==> config.mk <==
export PLATFORM = sky130hd
export DESIGN_NAME = im2col_ctrl
export DESIGN_NICKNAME = d
export VERILOG_FILES = /design/src/sv/im2col_pkg.sv /design/src/sv/im2col_ctrl.sv
export SDC_FILE = /design/constraint.sdc
export NUM_CORES = 1
export LEC_CHECK = 0
export ABC_AREA = 1
export ABC_CLOCK_PERIOD_IN_PS = 2500
export BUFFER_PORTS_ARGS = -buffer_cell sky130_fd_sc_hd__buf_2
export CELL_PAD_IN_SITES_DETAIL_PLACEMENT = 0
export CELL_PAD_IN_SITES_GLOBAL_PLACEMENT = 1
export CORE_MARGIN = 2
export CORE_UTILIZATION = 30
export DETAILED_ROUTE_END_ITERATION = 6
export PLACE_DENSITY_LB_ADDON = 0.12
export SLEW_MARGIN = 20
export SYNTH_ARGS = -nofsm -noshare
export SYNTH_HDL_FRONTEND = slang
export SYNTH_SLANG_ARGS = --single-unit
==> constraint.sdc <==
create_clock -name i_clk -period 2.5 [get_ports i_clk]
set_clock_uncertainty 0.15 [all_clocks]
set_input_delay 0.375 -clock i_clk [delete_from_list [all_inputs] [get_ports i_clk]]
set_output_delay 0.375 -clock i_clk [all_outputs]
set_load 0.02 [all_outputs]
==> src/sv/im2col_pkg.sv <==
// ============================================================================
// im2col_pkg: shared types and constants of the im2col patch gatherer
// Holds the field widths, register indexes, controller states and the
// command and status bundles that pass between controller and datapath.
// ============================================================================
package im2col_pkg;

    // Field widths of the stream payloads.
    localparam int IN_TDATA_W  = 48;
    localparam int OUT_TDATA_W = 64;
    localparam int LOAD_ADDR_W = 12;
    localparam int WORD_W      = 32;
    localparam int ROW_W       = 14;
    localparam int COL_W       = 16;

    // Configuration port.
    localparam int CFG_IDX_W  = 3;
    localparam int CFG_DATA_W = 9;

    localparam logic [CFG_IDX_W-1:0] CFG_IMAGE_WIDTH   = 3'd0;
    localparam logic [CFG_IDX_W-1:0] CFG_IMAGE_HEIGHT  = 3'd1;
    localparam logic [CFG_IDX_W-1:0] CFG_PAD_WIDTH     = 3'd2;
    localparam logic [CFG_IDX_W-1:0] CFG_PAD_HEIGHT    = 3'd3;
    localparam logic [CFG_IDX_W-1:0] CFG_CHANNEL_COUNT = 3'd4;
    localparam logic [CFG_IDX_W-1:0] CFG_WINDOW_WIDTH  = 3'd5;
    localparam logic [CFG_IDX_W-1:0] CFG_WINDOW_HEIGHT = 3'd6;
    localparam logic [CFG_IDX_W-1:0] CFG_STRIDE_PAIR   = 3'd7;

    // Request kinds carried on the input tuser.
    localparam logic CMD_LOAD = 1'b0;
    localparam logic CMD_STEP = 1'b1;

    // Register limits.
    localparam logic [8:0] DIM_MAX = 9'd256;
    localparam logic [6:0] CH_MAX  = 7'd64;
    localparam logic [4:0] WIN_MAX = 5'd16;

    // Offset count width and divider length.
    localparam int CNT_W     = 9;
    localparam int DIV_STEPS = 9;

    typedef enum logic [10:0] {
        S_IDLE  = 11'b000_0000_0001,
        S_DIVX  = 11'b000_0000_0010,
        S_WAITX = 11'b000_0000_0100,
        S_DIVY  = 11'b000_0000_1000,
        S_WAITY = 11'b000_0001_0000,
        S_CHECK = 11'b000_0010_0000,
        S_MUL   = 11'b000_0100_0000,
        S_POS   = 11'b000_1000_0000,
        S_PROD  = 11'b001_0000_0000,
        S_READ  = 11'b010_0000_0000,
        S_EMIT  = 11'b100_0000_0000
    } t_state;

    typedef struct packed {
        logic load_we;      // write the input word into the image store
        logic div_start;    // start an offset count division
        logic div_sel_y;    // division works on the y axis
        logic latch_count;  // take the finished offset count
        logic chk_restart;  // restart the walk if a counter is out of range
        logic clr_count;    // clear all walk counters
        logic rd_en;        // read the image store
        logic emit;         // load the output register and advance the walk
    } t_dp_cmd;

    typedef struct packed {
        logic div_done;
        logic walk_empty;
        logic out_free;
    } t_dp_stat;

endpackage

==> src/sv/im2col_ctrl.sv <==
// ============================================================================
// im2col_ctrl: controller of the im2col patch gatherer
// Accepts requests, recomputes the offset counts after a configuration
// change and steps the datapath through one gather entry at a time.
// ============================================================================
module im2col_ctrl (
    input  logic                  i_clk,
    input  logic                  i_rst_n,
    input  logic                  i_in_valid,
    input  logic                  i_in_cmd,
    input  logic                  i_cfg_we,
    input  im2col_pkg::t_dp_stat  i_stat,
    output logic                  o_in_ready,
    output im2col_pkg::t_dp_cmd   o_cmd
);

    im2col_pkg::t_state r_state, n_state;
    logic               r_dirty, n_dirty;
    logic               accept;

    assign o_in_ready = (r_state == im2col_pkg::S_IDLE);
    assign accept     = i_in_valid && o_in_ready;

    always_comb begin
        n_state = r_state;
        n_dirty = r_dirty;
        o_cmd   = '0;
        if (i_cfg_we) begin
            n_dirty = 1'b1;
        end
        unique case (r_state)
            im2col_pkg::S_IDLE: begin
                o_cmd.load_we = accept && (i_in_cmd == im2col_pkg::CMD_LOAD);
                if (accept && (i_in_cmd == im2col_pkg::CMD_STEP)) begin
                    n_state = r_dirty ? im2col_pkg::S_DIVX : im2col_pkg::S_CHECK;
                end
            end
            im2col_pkg::S_DIVX: begin
                o_cmd.div_start = 1'b1;
                n_state         = im2col_pkg::S_WAITX;
            end
            im2col_pkg::S_WAITX: begin
                if (i_stat.div_done) begin
                    o_cmd.latch_count = 1'b1;
                    n_state           = im2col_pkg::S_DIVY;
                end
            end
            im2col_pkg::S_DIVY: begin
                o_cmd.div_sel_y = 1'b1;
                o_cmd.div_start = 1'b1;
                n_state         = im2col_pkg::S_WAITY;
            end
            im2col_pkg::S_WAITY: begin
                o_cmd.div_sel_y = 1'b1;
                if (i_stat.div_done) begin
                    o_cmd.latch_count = 1'b1;
                    n_dirty           = 1'b0;
                    n_state           = im2col_pkg::S_CHECK;
                end
            end
            im2col_pkg::S_CHECK: begin
                // An empty walk emits nothing and leaves the counters cleared.
                if (i_stat.walk_empty) begin
                    o_cmd.clr_count = 1'b1;
                    n_state         = im2col_pkg::S_IDLE;
                end else begin
                    o_cmd.chk_restart = 1'b1;
                    n_state           = im2col_pkg::S_MUL;
                end
            end
            im2col_pkg::S_MUL:  n_state = im2col_pkg::S_POS;
            im2col_pkg::S_POS:  n_state = im2col_pkg::S_PROD;
            im2col_pkg::S_PROD: n_state = im2col_pkg::S_READ;
            im2col_pkg::S_READ: begin
                o_cmd.rd_en = 1'b1;
                n_state     = im2col_pkg::S_EMIT;
            end
            im2col_pkg::S_EMIT: begin
                if (i_stat.out_free) begin
                    o_cmd.emit = 1'b1;
                    n_state    = im2col_pkg::S_IDLE;
                end
            end
            default: n_state = im2col_pkg::S_IDLE;
        endcase
    end

    always_ff @(posedge i_clk) begin
        if (!i_rst_n) begin
            r_state <= im2col_pkg::S_IDLE;
            r_dirty <= 1'b1;
        end else begin
            r_state <= n_state;
            r_dirty <= n_dirty;
        end
    end

endmodule
==> impl_metrics.env, run 1 <==
export IMPL_outcome="completed"
export IMPL_synth_most_common_cell="nand2_1"
export IMPL_grt_pass1_wl_mm=2.99
export IMPL_via_per_inst=4.48
export IMPL_syn_area_um2=818
export IMPL_syn_inst=118
export IMPL_end_kind="output port"
export IMPL_synth_area_leaders="dfxtp_1, nand2_1, inv_1, nor2_1, nand2_4"
export IMPL_track_usage_pct=12.2
export IMPL_cp_startpoint="r_state[0]$_SDFFE_PN1P_"
export IMPL_fp_dieW_um=56.2
export IMPL_drcViolationCount=0
export IMPL_drt_iter0_drc=10
export IMPL_cts_resized=0
export IMPL_path_clk_slew_ps=80
export IMPL_diodes=0
export IMPL_worstMarginPinSlew_ps=306
export IMPL_crit_buf_inv=1
export IMPL_crit_slowest_cell="dfxtp_1"
export IMPL_power_static_leakage_nw=0.504
export IMPL_num_rows=18
export IMPL_via_count=748
export IMPL_drv_cap=0
export IMPL_synth_top_area_share_pct=29.4
export IMPL_die_y_um=56.2
export IMPL_seq_area_frac_synth_pct=29.4
export IMPL_core_area_um2=2520
export IMPL_path_max_fanout=3
export IMPL_yosys_most_used_dff="dfxtp_1"
export IMPL_nets=146
export IMPL_period_needed_ps=2090
export IMPL_syn_avg_cell_area_um2=6.93
export IMPL_ctsRootBufferMaster="clkbuf_4"
export IMPL_die_area_um2=3160
export IMPL_worstReg2RegStart="r_state[0]$_SDFFE_PN1P_"
export IMPL_cts_num_sinks=12
export IMPL_gp_congestion=0.802
export IMPL_cp_top_family="simple AND/OR/NAND/NOR gates"
export IMPL_cp_arrival_ps=1560
export IMPL_drt_wl_total_mm=1.77
export IMPL_syn_num_nets=126
export IMPL_synth_common_cells="nand2_1, inv_1, nor2_1"
export IMPL_final_antenna_net_count=0
export IMPL_boundaryPins=17
export IMPL_hpwl_mm=1.46
export IMPL_timing_final_crit_share_pct=83.5
export IMPL_finalSetupViolations=0
export IMPL_synth_edf_count=0
export IMPL_area_growth_pct=16.4
export IMPL_ir_drop_mv=0.501
export IMPL_gr_total_overflow=0
export IMPL_clock_latency_ps=270
export IMPL_yosys_warnings=0
export IMPL_holdCritPathClass="in -> reg"
export IMPL_ys_types=23
export IMPL_min_from="i_cfg_we"
export IMPL_relSlewSlack_pct=79.4
export IMPL_slew_viol_final=0
export IMPL_clk_path_buf_depth=2
export IMPL_grt_pass1_vias=693
export IMPL_grt_max_degree=13
export IMPL_critical_path_class="reg -> out"
export IMPL_ctsHtreeMaxLevel=1
export IMPL_clock_fmax_mhz=479
export IMPL_cts_tree="yes"
export IMPL_cts_hold_buf=0
export IMPL_numCtsBuffers=3
export IMPL_critical_path_required_ps=1980
export IMPL_power_density_nw_per_um2=1110
export IMPL_initial_core_util_pct=32.4
export IMPL_antenna_found_initial=0
export IMPL_postCtsSetupBuffers=0
export IMPL_fin_util_pct=37.7
export IMPL_wire_per_inst_um=10.6
export IMPL_firstDrtPassIters=4
export IMPL_synth_top_area_cell="dfxtp_1"
export IMPL_setup_tns_ps=0
export IMPL_port_buffers=16
export IMPL_crit_chain="nor2_1 > nand2_1 > nor2_1 > nand2_1 > nor4_1 > buf_2"
export IMPL_rsz0062_at_grt="false"
export IMPL_drive_gt1_share_pct=32.1
export IMPL_fillers=283
export IMPL_critPathLaunchType="flip-flop"
export IMPL_cpPeakStageDelay_ps=330
export IMPL_finalHoldViolations=0
export IMPL_ys_ff_latch=12
export IMPL_ys_async_sr_fraction_pct=0
-- layout make-up --
cell class                 count  area, um2  area share, %
timing repair buffer          16       80.1           8.41
inverter                      20       80.1           8.41
sequential                    12        240           25.2
clock buffer                   4       36.3           3.81
multi-input combinational     85        478           50.2
tap                           30       37.5           3.94
-- final timing paths --
check / end / slack, ps / depth (start not counted)
worst max register to register: r_state[2]$_SDFFE_PN0P_ / 800 / 8
worst min register to register: r_state[1]$_SDFFE_PN0P_ / 330 / 2
worst max-delay path: o_cmd[0] / 410 / 6
worst min-delay path: r_dirty$_SDFF_PN1_ / 160 / 3
-- per-layer routing --
metal / routed length [um] / global-route usage, % / vias up
li1: - / - / 402
met1: 852 / 14.0 / 333
met2: 837 / 21.5 / 11
met3: 67 / 4.19 / 2
met4: 13 / 3.06 / 0
met5: 0 / 0 / -
-- placed cells by master, fill, tap and decap left out, types with 2 or more instances in the layout --
master / count
nand2_1: 31
inv_1: 17
nor2_1: 16
buf_2: 16
dfxtp_1: 12
nor3_1: 6
nor2_2: 4
nand2_4: 4
nand2_2: 4
nand3_1: 4
a21oi_2: 3
nor3b_2: 3
clkbuf_4: 3
inv_4: 2
nor3b_1: 2
-- worst reg2reg max path, delay by kind of cell, from the launching register on --
family,cells,cell delay (ps)
flip-flops,1,330
AND/OR/NAND/NOR,8,1120
-- cell families after synthesis --
group	count (synthesis)	share of synthesized area, %
AND/OR/NAND/NOR	79	53.2
buffers and inverters	21	12.2
flip-flops	12	29.4
AO/OA/AOI/OAI	6	5.20
-- registers in the layout (all words and copies together) (netlist names) --
signal and count:
r_state 11, r_dirty 1
-- report_power, final --
group / total (mW) / switching [mW] / internal, mW
clock network: 0.156 / 0.0678 / 0.0886
logic: 0.654 / 0.438 / 0.216
registers: 0.248 / 0.0220 / 0.226
-- through the flow --
step                cells  hold WS (ps)  setup slack, ps  power, mW  instance area (um2)
floorplan             118           287              548      0.860                  818
global placement      163           322              750      0.925                  916
detailed placement    163           326              728      0.923                  916
CTS                   167           155              395       1.08                  952
global route          167           169              182       1.16                  952
finish                167           164              412       1.06                  952
Note: power is estimated with default switching activity, not from simulation.
==> run 2, diff against run 1 <==
--- a/config.mk
+++ b/config.mk
@@ -5,8 +5,8 @@
 export SDC_FILE = /design/constraint.sdc
 export NUM_CORES = 1
 export LEC_CHECK = 0
-export ABC_AREA = 1
-export ABC_CLOCK_PERIOD_IN_PS = 2500
+export ABC_AREA = 0
+export ABC_CLOCK_PERIOD_IN_PS = 1990
 export BUFFER_PORTS_ARGS = -buffer_cell sky130_fd_sc_hd__buf_2
 export CELL_PAD_IN_SITES_DETAIL_PLACEMENT = 0
 export CELL_PAD_IN_SITES_GLOBAL_PLACEMENT = 1
==> constraint.sdc (replaced) <==
create_clock -name i_clk -period 1.99 [get_ports i_clk]
set_clock_uncertainty 0.15 [all_clocks]
set_input_delay 0.2985 -clock i_clk [delete_from_list [all_inputs] [get_ports i_clk]]
set_output_delay 0.2985 -clock i_clk [all_outputs]
set_load 0.02 [all_outputs]
==> run 2 against run 1 <==
  * The flow now finishes with violations (negative setup slack)
  * Critical path depth decreased by 1
  * Largest cell class unchanged
  * First-iteration DRC count is 30% higher
  * Sequential cell count did not move
  * Final area is 42% higher
  * Register-to-register slack got worse by 820 ps
  * Critical path type unchanged
==> impl_metrics.env, run 2 <==
export IMPL_synth_common_cells="dfxtp_1, nor2_1, nand2_1"
export IMPL_syn_num_nets=91
export IMPL_worstRegToRegCells=9
export IMPL_critical_path_class="reg -> out"
export IMPL_yosys_warnings=0
export IMPL_core_area_um2=2450
export IMPL_antenna_found_initial=0
export IMPL_cts_tree="yes"
export IMPL_initial_core_util_pct=31.4
export IMPL_ctsHtreeMaxLevel=1
export IMPL_synth_top_area_cell="dfxtp_1"
export IMPL_outcome="finished, violations left"
export IMPL_drcViolationCount=0
export IMPL_syn_inst=83
export IMPL_ys_async_sr_fraction_pct=0
export IMPL_rsz0062_at_grt="true"
export IMPL_fillers=229
export IMPL_period_needed_ps=2130
export IMPL_drive_gt1_share_pct=69.3
export IMPL_critPathLaunchType="flip-flop"
export IMPL_die_y_um=54.7
export IMPL_port_buffers=16
export IMPL_endpoint="o_cmd[1]"
export IMPL_r2r_end="r_state[7]$_SDFFE_PN0P_"
export IMPL_diodes=0
export IMPL_via_count=864
export IMPL_gp_congestion=0.759
export IMPL_holdCritPathClass="in -> reg"
export IMPL_grt_pass1_wl_mm=3.59
export IMPL_hpwl_mm=1.61
export IMPL_mostFrequentLayoutCell="buf_4"
export IMPL_multiInputGateArea_um2=601
export IMPL_power_density_nw_per_um2=886
export IMPL_finalHoldViolations=0
export IMPL_nets=147
export IMPL_drv_cap=0
export IMPL_drt_iter0_drc=13
export IMPL_power_static_leakage_nw=0.558
export IMPL_syn_avg_cell_area_um2=9.29
export IMPL_holdWs_ps=57.1
export IMPL_clock_latency_ps=270
export IMPL_numCtsBuffers=3
export IMPL_firstDrtPassIters=4
export IMPL_cp_arrival_ps=1690
export IMPL_die_area_um2=2990
export IMPL_boundaryPins=17
export IMPL_path_max_fanout=3
export IMPL_clock_fmax_mhz=469
export IMPL_timing_final_crit_share_pct=107
export IMPL_syn_area_um2=771
export IMPL_critical_path_required_ps=1540
export IMPL_relSlewSlack_pct=72.7
export IMPL_synth_edf_count=0
export IMPL_layout_area_seq_um2=265
export IMPL_grt_pass1_vias=788
export IMPL_finalSetupViolations=10
export IMPL_synth_area_leaders="dfxtp_1, nor4_4, nor2_1, nand4_1, nor4b_2"
export IMPL_final_antenna_net_count=0
export IMPL_gr_total_overflow=0
export IMPL_seq_area_frac_synth_pct=31.2
export IMPL_yosys_most_used_dff="dfxtp_1"
export IMPL_ys_types=36
export IMPL_synth_most_common_cell="dfxtp_1"
export IMPL_final_cell_mix="buf_4, buf_6, buf_2"
export IMPL_fp_dieW_um=54.7
export IMPL_slew_viol_final=0
export IMPL_wire_per_inst_um=14.1
export IMPL_cp_startpoint="r_state[7]$_SDFFE_PN0P_"
export IMPL_end_kind="output port"
export IMPL_violations="negative setup slack"
export IMPL_ctsRootBufferMaster="clkbuf_4"
export IMPL_track_usage_pct=17.7
export IMPL_finalPower_mw=1.20
export IMPL_via_per_inst=5.17
export IMPL_drt_wl_total_mm=2.35
export IMPL_setup_tns_ps=-851
export IMPL_ys_ff_latch=12
export IMPL_top_regs="r_state x11, r_dirty x1"
export IMPL_grt_max_degree=10
export IMPL_min_from="i_stat[1]"
export IMPL_largest_register_ff_count=11
export IMPL_fin_ws_ps=-144
export IMPL_worstMarginPinSlew_ps=408
export IMPL_num_rows=18
export IMPL_cts_hold_buf=0
export IMPL_area_growth_pct=76.0
export IMPL_worstReg2RegStart="r_state[6]$_SDFFE_PN0P_"
export IMPL_clk_path_buf_depth=2
export IMPL_cts_num_sinks=12
export IMPL_ir_drop_mv=0.520
export IMPL_max_flop_register="r_state"
export IMPL_path_clk_slew_ps=70
export IMPL_synth_top_area_share_pct=31.2
export IMPL_r2r_slack_ps=-20
==> run 2: cell count changes after synthesis, moves of 3 or more <==
cell     previous run  this run
nand2_4             4         0
nor2_2              4         0
nand2_2             4         0
nor4b_1             0         3
o21ai_1             0         3
nand4_1             1         5
nor3_1              6         3
nor2_1             16         9
a21oi_2             3         0
inv_1              17         4
nand2_1            31         6
==> run 2: cell families (layout without fill, tap and decap cells) <==
| kind of cell | after synthesis | in the layout | share of synthesized area (%) |
|---|---|---|---|
| AND/OR/NAND/NOR | 51 | 51 | 51.0 |
| AO/OA/AOI/OAI | 12 | 12 | 11.0 |
| buffers and inverters | 5 | 59 | 3.41 |
| XOR/XNOR | 3 | 3 | 3.41 |
| flip-flops | 12 | 12 | 31.2 |
==> run 2: layout make-up <==
cell class | count | share of cell area (%)
Multi-Input combinational cell | 66 | 44.3
Timing Repair Buffer | 52 | 30.6
Sequential cell | 12 | 19.6
Tap cell | 30 | 2.77
Clock buffer | 3 | 1.66
Inverter | 4 | 1.11
==> run 2: critical path, cell delays in order, from the launching register on <==
cell	delay (ps)
dfxtp_4	360
nor4_4	320
buf_4	180
nand2_2	70
nor4b_4	290
buf_4	200
==> run 2: how the worst min path moves through the flow <==
| stage | to | slack, ps | depth (start not counted) |
|---|---|---|---|
| 2_1_floorplan | r_dirty$_SDFF_PN1_ | 210 | 1 |
| 3_3_place_gp | r_state[1]$_SDFFE_PN0P_ | 300 | 2 |
| 3_5_place_dp | r_state[1]$_SDFFE_PN0P_ | 290 | 2 |
| 4_1_cts | r_state[6]$_SDFFE_PN0P_ | 50 | 2 |
| 5_1_grt | r_state[6]$_SDFFE_PN0P_ | 50 | 2 |
| 6_report | r_state[6]$_SDFFE_PN0P_ | 60 | 2 |
==> run 2: stage by stage <==
| step | utilization (%) | instance area [um2] | worst slack, ps | instances |
|---|---|---|---|---|
| floorplan | - | 779 | 82.2 | 83 |
| global placement | 40.4 | 991 | -36.6 | 142 |
| detailed placement | 40.4 | 991 | -96.1 | 142 |
| CTS | 49.4 | 1210 | -201 | 161 |
| global route | 55.2 | 1360 | -249 | 167 |
| finish | 55.2 | 1360 | -144 | 167 |
==> run 2: where the power goes <==
part | total [mW] | switching, mW | leakage, nW | internal, mW
Combinational | 0.740 | 0.369 | 0.441 | 0.371
Sequential | 0.313 | 0.0423 | 0.103 | 0.271
Clock | 0.149 | 0.0789 | 0.0138 | 0.0700
==> run 2: metal layers <==
layer / vias up / wire length [um] / global-route usage, %
li1: 419 / - / -
met4: 0 / 30 / 7.50
met3: 4 / 96 / 4.92
met2: 24 / 1170 / 30.4
met1: 417 / 1060 / 20.4
met5: - / 0 / 0
==> run 2: timing repair <==
action | CTS | global route
pin swaps | 9 | 13
buffers inserted | 28 | 7
gates resized for setup | 29 | 27
endpoints found under the setup margin | 12 | 20
==> run 3, diff against run 2 <==
--- a/config.mk
+++ b/config.mk
@@ -6,15 +6,15 @@
 export NUM_CORES = 1
 export LEC_CHECK = 0
 export ABC_AREA = 0
-export ABC_CLOCK_PERIOD_IN_PS = 1990
+export ABC_CLOCK_PERIOD_IN_PS = 2000
 export BUFFER_PORTS_ARGS = -buffer_cell sky130_fd_sc_hd__buf_2
 export CELL_PAD_IN_SITES_DETAIL_PLACEMENT = 0
 export CELL_PAD_IN_SITES_GLOBAL_PLACEMENT = 1
 export CORE_MARGIN = 2
 export CORE_UTILIZATION = 30
 export DETAILED_ROUTE_END_ITERATION = 6
+export MAX_ROUTING_LAYER = met4
 export PLACE_DENSITY_LB_ADDON = 0.12
-export SLEW_MARGIN = 20
 export SYNTH_ARGS = -nofsm -noshare
 export SYNTH_HDL_FRONTEND = slang
 export SYNTH_SLANG_ARGS = --single-unit
==> constraint.sdc (replaced) <==
create_clock -name i_clk -period 2 [get_ports i_clk]
set_clock_uncertainty 0.15 [all_clocks]
set_input_delay 0.3 -clock i_clk [delete_from_list [all_inputs] [get_ports i_clk]]
set_output_delay 0.3 -clock i_clk [all_outputs]
set_load 0.02 [all_outputs]
==> run 3 against run 2 <==
  * The flow still finishes with violations (negative setup slack)
  * Sequential share of layout area fell by 0.25 points
  * Total power rose by 21%
  * Via count fell by 2.0%
  * Die area did not move
  * Critical path depth did not move
  * Worst setup slack improved by 6.3 ps
  * Combinational power rose by 24%
  * Count of clock-buffer cells in the layout rose by 1
  * Final cell count rose by 0.60%
  * First-iteration DRC count fell by 77%
  * Non-clock buffer count did not move
  * Core utilization rose by 0.97 points
  * Highest routed layer unchanged
==> impl_metrics.env, run 3 (synthesized netlist as in run 2, its figures left out) <==
export IMPL_max_flop_register="r_state"
export IMPL_r2r_slack_ps=-40
export IMPL_timing_final_crit_share_pct=107
export IMPL_area_growth_pct=79.1
export IMPL_grt_max_degree=8
export IMPL_cts_hold_buf=0
export IMPL_clock_fmax_mhz=468
export IMPL_drv_cap=0
export IMPL_via_per_inst=5.04
export IMPL_endpoint="o_cmd[4]"
export IMPL_ir_drop_mv=0.642
export IMPL_gr_total_overflow=0
export IMPL_comb_power_share_pct=63.3
export IMPL_outcome="finished, violations left"
export IMPL_rsz0062_at_grt="true"
export IMPL_top_regs="r_state x11, r_dirty x1"
export IMPL_via_count=847
export IMPL_die_area_um2=2990
export IMPL_largest_register_ff_count=11
export IMPL_core_area_um2=2450
export IMPL_fp_dieW_um=54.7
export IMPL_post_place_ws_ps=-12.4
export IMPL_finalSetupViolations=18
export IMPL_critPathLaunchType="flip-flop"
export IMPL_crit_chain="nor4_4 > buf_4 > nand4_1 > a21oi_2 > buf_6"
export IMPL_critical_path_required_ps=1550
export IMPL_crit_slowest_cell="nor4_4"
export IMPL_seqPwrFrac_pct=22.9
export IMPL_numCtsBuffers=3
export IMPL_worstMarginPinSlew_ps=389
export IMPL_grt_pass1_vias=836
export IMPL_fin_ws_ps=-138
export IMPL_netSwitchingPower_uw=538
export IMPL_cts_tree="yes"
export IMPL_relSlewSlack_pct=74.0
export IMPL_violations="negative setup slack"
export IMPL_drt_iter0_drc=3
export IMPL_drt_wl_total_mm=2.40
export IMPL_power_static_leakage_nw=0.583
export IMPL_r2r_end="r_state[8]$_SDFFE_PN0P_"
export IMPL_final_cell_mix="buf_4, buf_6, nor2_1, buf_2, dfxtp_4"
export IMPL_cp_startpoint="r_state[0]$_SDFFE_PN1P_"
export IMPL_cp_arrival_ps=1690
export IMPL_crit_cells=5
export IMPL_mostFrequentLayoutCell="buf_4"
export IMPL_cpPeakStageDelay_ps=400
export IMPL_finalHoldViolations=0
export IMPL_worstReg2RegStart="r_state[0]$_SDFFE_PN1P_"
export IMPL_fillers=225
export IMPL_cp_top_family="simple AND/OR/NAND/NOR gates"
export IMPL_power_report_internal_total_uw=912
export IMPL_initial_core_util_pct=31.4
export IMPL_antenna_found_initial=0
export IMPL_dpl_cell_area_um2=1010
export IMPL_firstDrtPassIters=4
export IMPL_num_rows=18
export IMPL_die_y_um=54.7
export IMPL_holdCritPathClass="in -> reg"
export IMPL_worstRegToRegCells=9
export IMPL_finalPower_mw=1.45
export IMPL_drcViolationCount=0
export IMPL_gp_congestion=0.753
export IMPL_drive_gt1_share_pct=66.7
export IMPL_clock_latency_ps=280
export IMPL_boundaryPins=17
export IMPL_period_needed_ps=2140
export IMPL_ctsRootBufferMaster="clkbuf_4"
export IMPL_critical_path_class="reg -> out"
export IMPL_diodes=0
export IMPL_slew_viol_final=0
export IMPL_end_kind="output port"
export IMPL_path_max_fanout=6
export IMPL_cts_num_sinks=12
export IMPL_ctsHtreeMaxLevel=1
export IMPL_track_usage_pct=18.0
export IMPL_hpwl_mm=1.53
export IMPL_path_clk_slew_ps=80
export IMPL_power_density_nw_per_um2=1050
export IMPL_clk_path_buf_depth=2
export IMPL_swShare_pct=37.1
export IMPL_nets=147
export IMPL_port_buffers=16
export IMPL_grt_pass1_wl_mm=3.68
export IMPL_final_antenna_net_count=0
export IMPL_clockPowerShare_pct=13.8
export IMPL_wire_per_inst_um=14.3
export IMPL_crit_buf_inv=2
export IMPL_postLayoutCellArea_um2=1380
-- run 3: worst min-delay path by stage --
stage,end,startpoint,slack (ps),depth (start not counted)
after floorplan,r_dirty$_SDFF_PN1_,i_rst_n,210,1
after global placement,r_state[1]$_SDFFE_PN0P_,r_dirty$_SDFF_PN1_,280,2
after detailed placement,r_state[1]$_SDFFE_PN0P_,r_dirty$_SDFF_PN1_,290,2
after CTS,r_state[6]$_SDFFE_PN0P_,i_stat[1],50,2
after global routing,r_state[6]$_SDFFE_PN0P_,i_stat[1],40,2
final,r_state[6]$_SDFFE_PN0P_,i_stat[1],50,2
-- run 3: what timing repair did --
item,in CTS,in global routing
endpoints found under the setup margin,15,20
cloned,0,0
pin swaps,12,15
endpoints found under the hold margin,0,0
resized for setup,25,29
buffers inserted,14,8
-- run 3: layer usage --
layer  vias to the layer above  part of all wire [%]  GRT usage, %
met1                       398                    43          21.4
met2                        19                    52          29.2
li1                        424                     -             -
met4                         0                   2.1          8.75
met3                         6                   3.6          3.28
met5                         -                     0             -
-- run 3: layout make-up --
type                    count  area (um2)  area share (%)
well taps                  30        37.5            2.72
clock buffers               4        36.3            2.63
inverters                   4        15.0            1.09
multi-input cells          66         598            43.3
repair buffers             52         427            30.9
flip-flops and latches     12         267            19.3
-- run 3: stage by stage --
step	TNS, ps	utilization (%)	std cells	hold slack (ps)
after floorplan	0	-	83	212
after global placement	-136	41.2	143	284
after detailed placement	-20.7	41.2	143	286
after CTS	-652	49.6	161	47.9
after global routing	-2630	56.2	168	38.2
final	-980	56.2	168	45.3
-- run 3: power groups by stage --
stage | Clock [mW] | Sequential (mW) | Combinational [mW]
3_5_place_dp | 0 | 0.317 | 0.602
3_3_place_gp | 0 | 0.318 | 0.604
6_report | 0.200 | 0.332 | 0.917
2_1_floorplan | 0 | 0.321 | 0.338
4_1_cts | 0.204 | 0.316 | 0.706
5_1_grt | 0.220 | 0.339 | 0.985
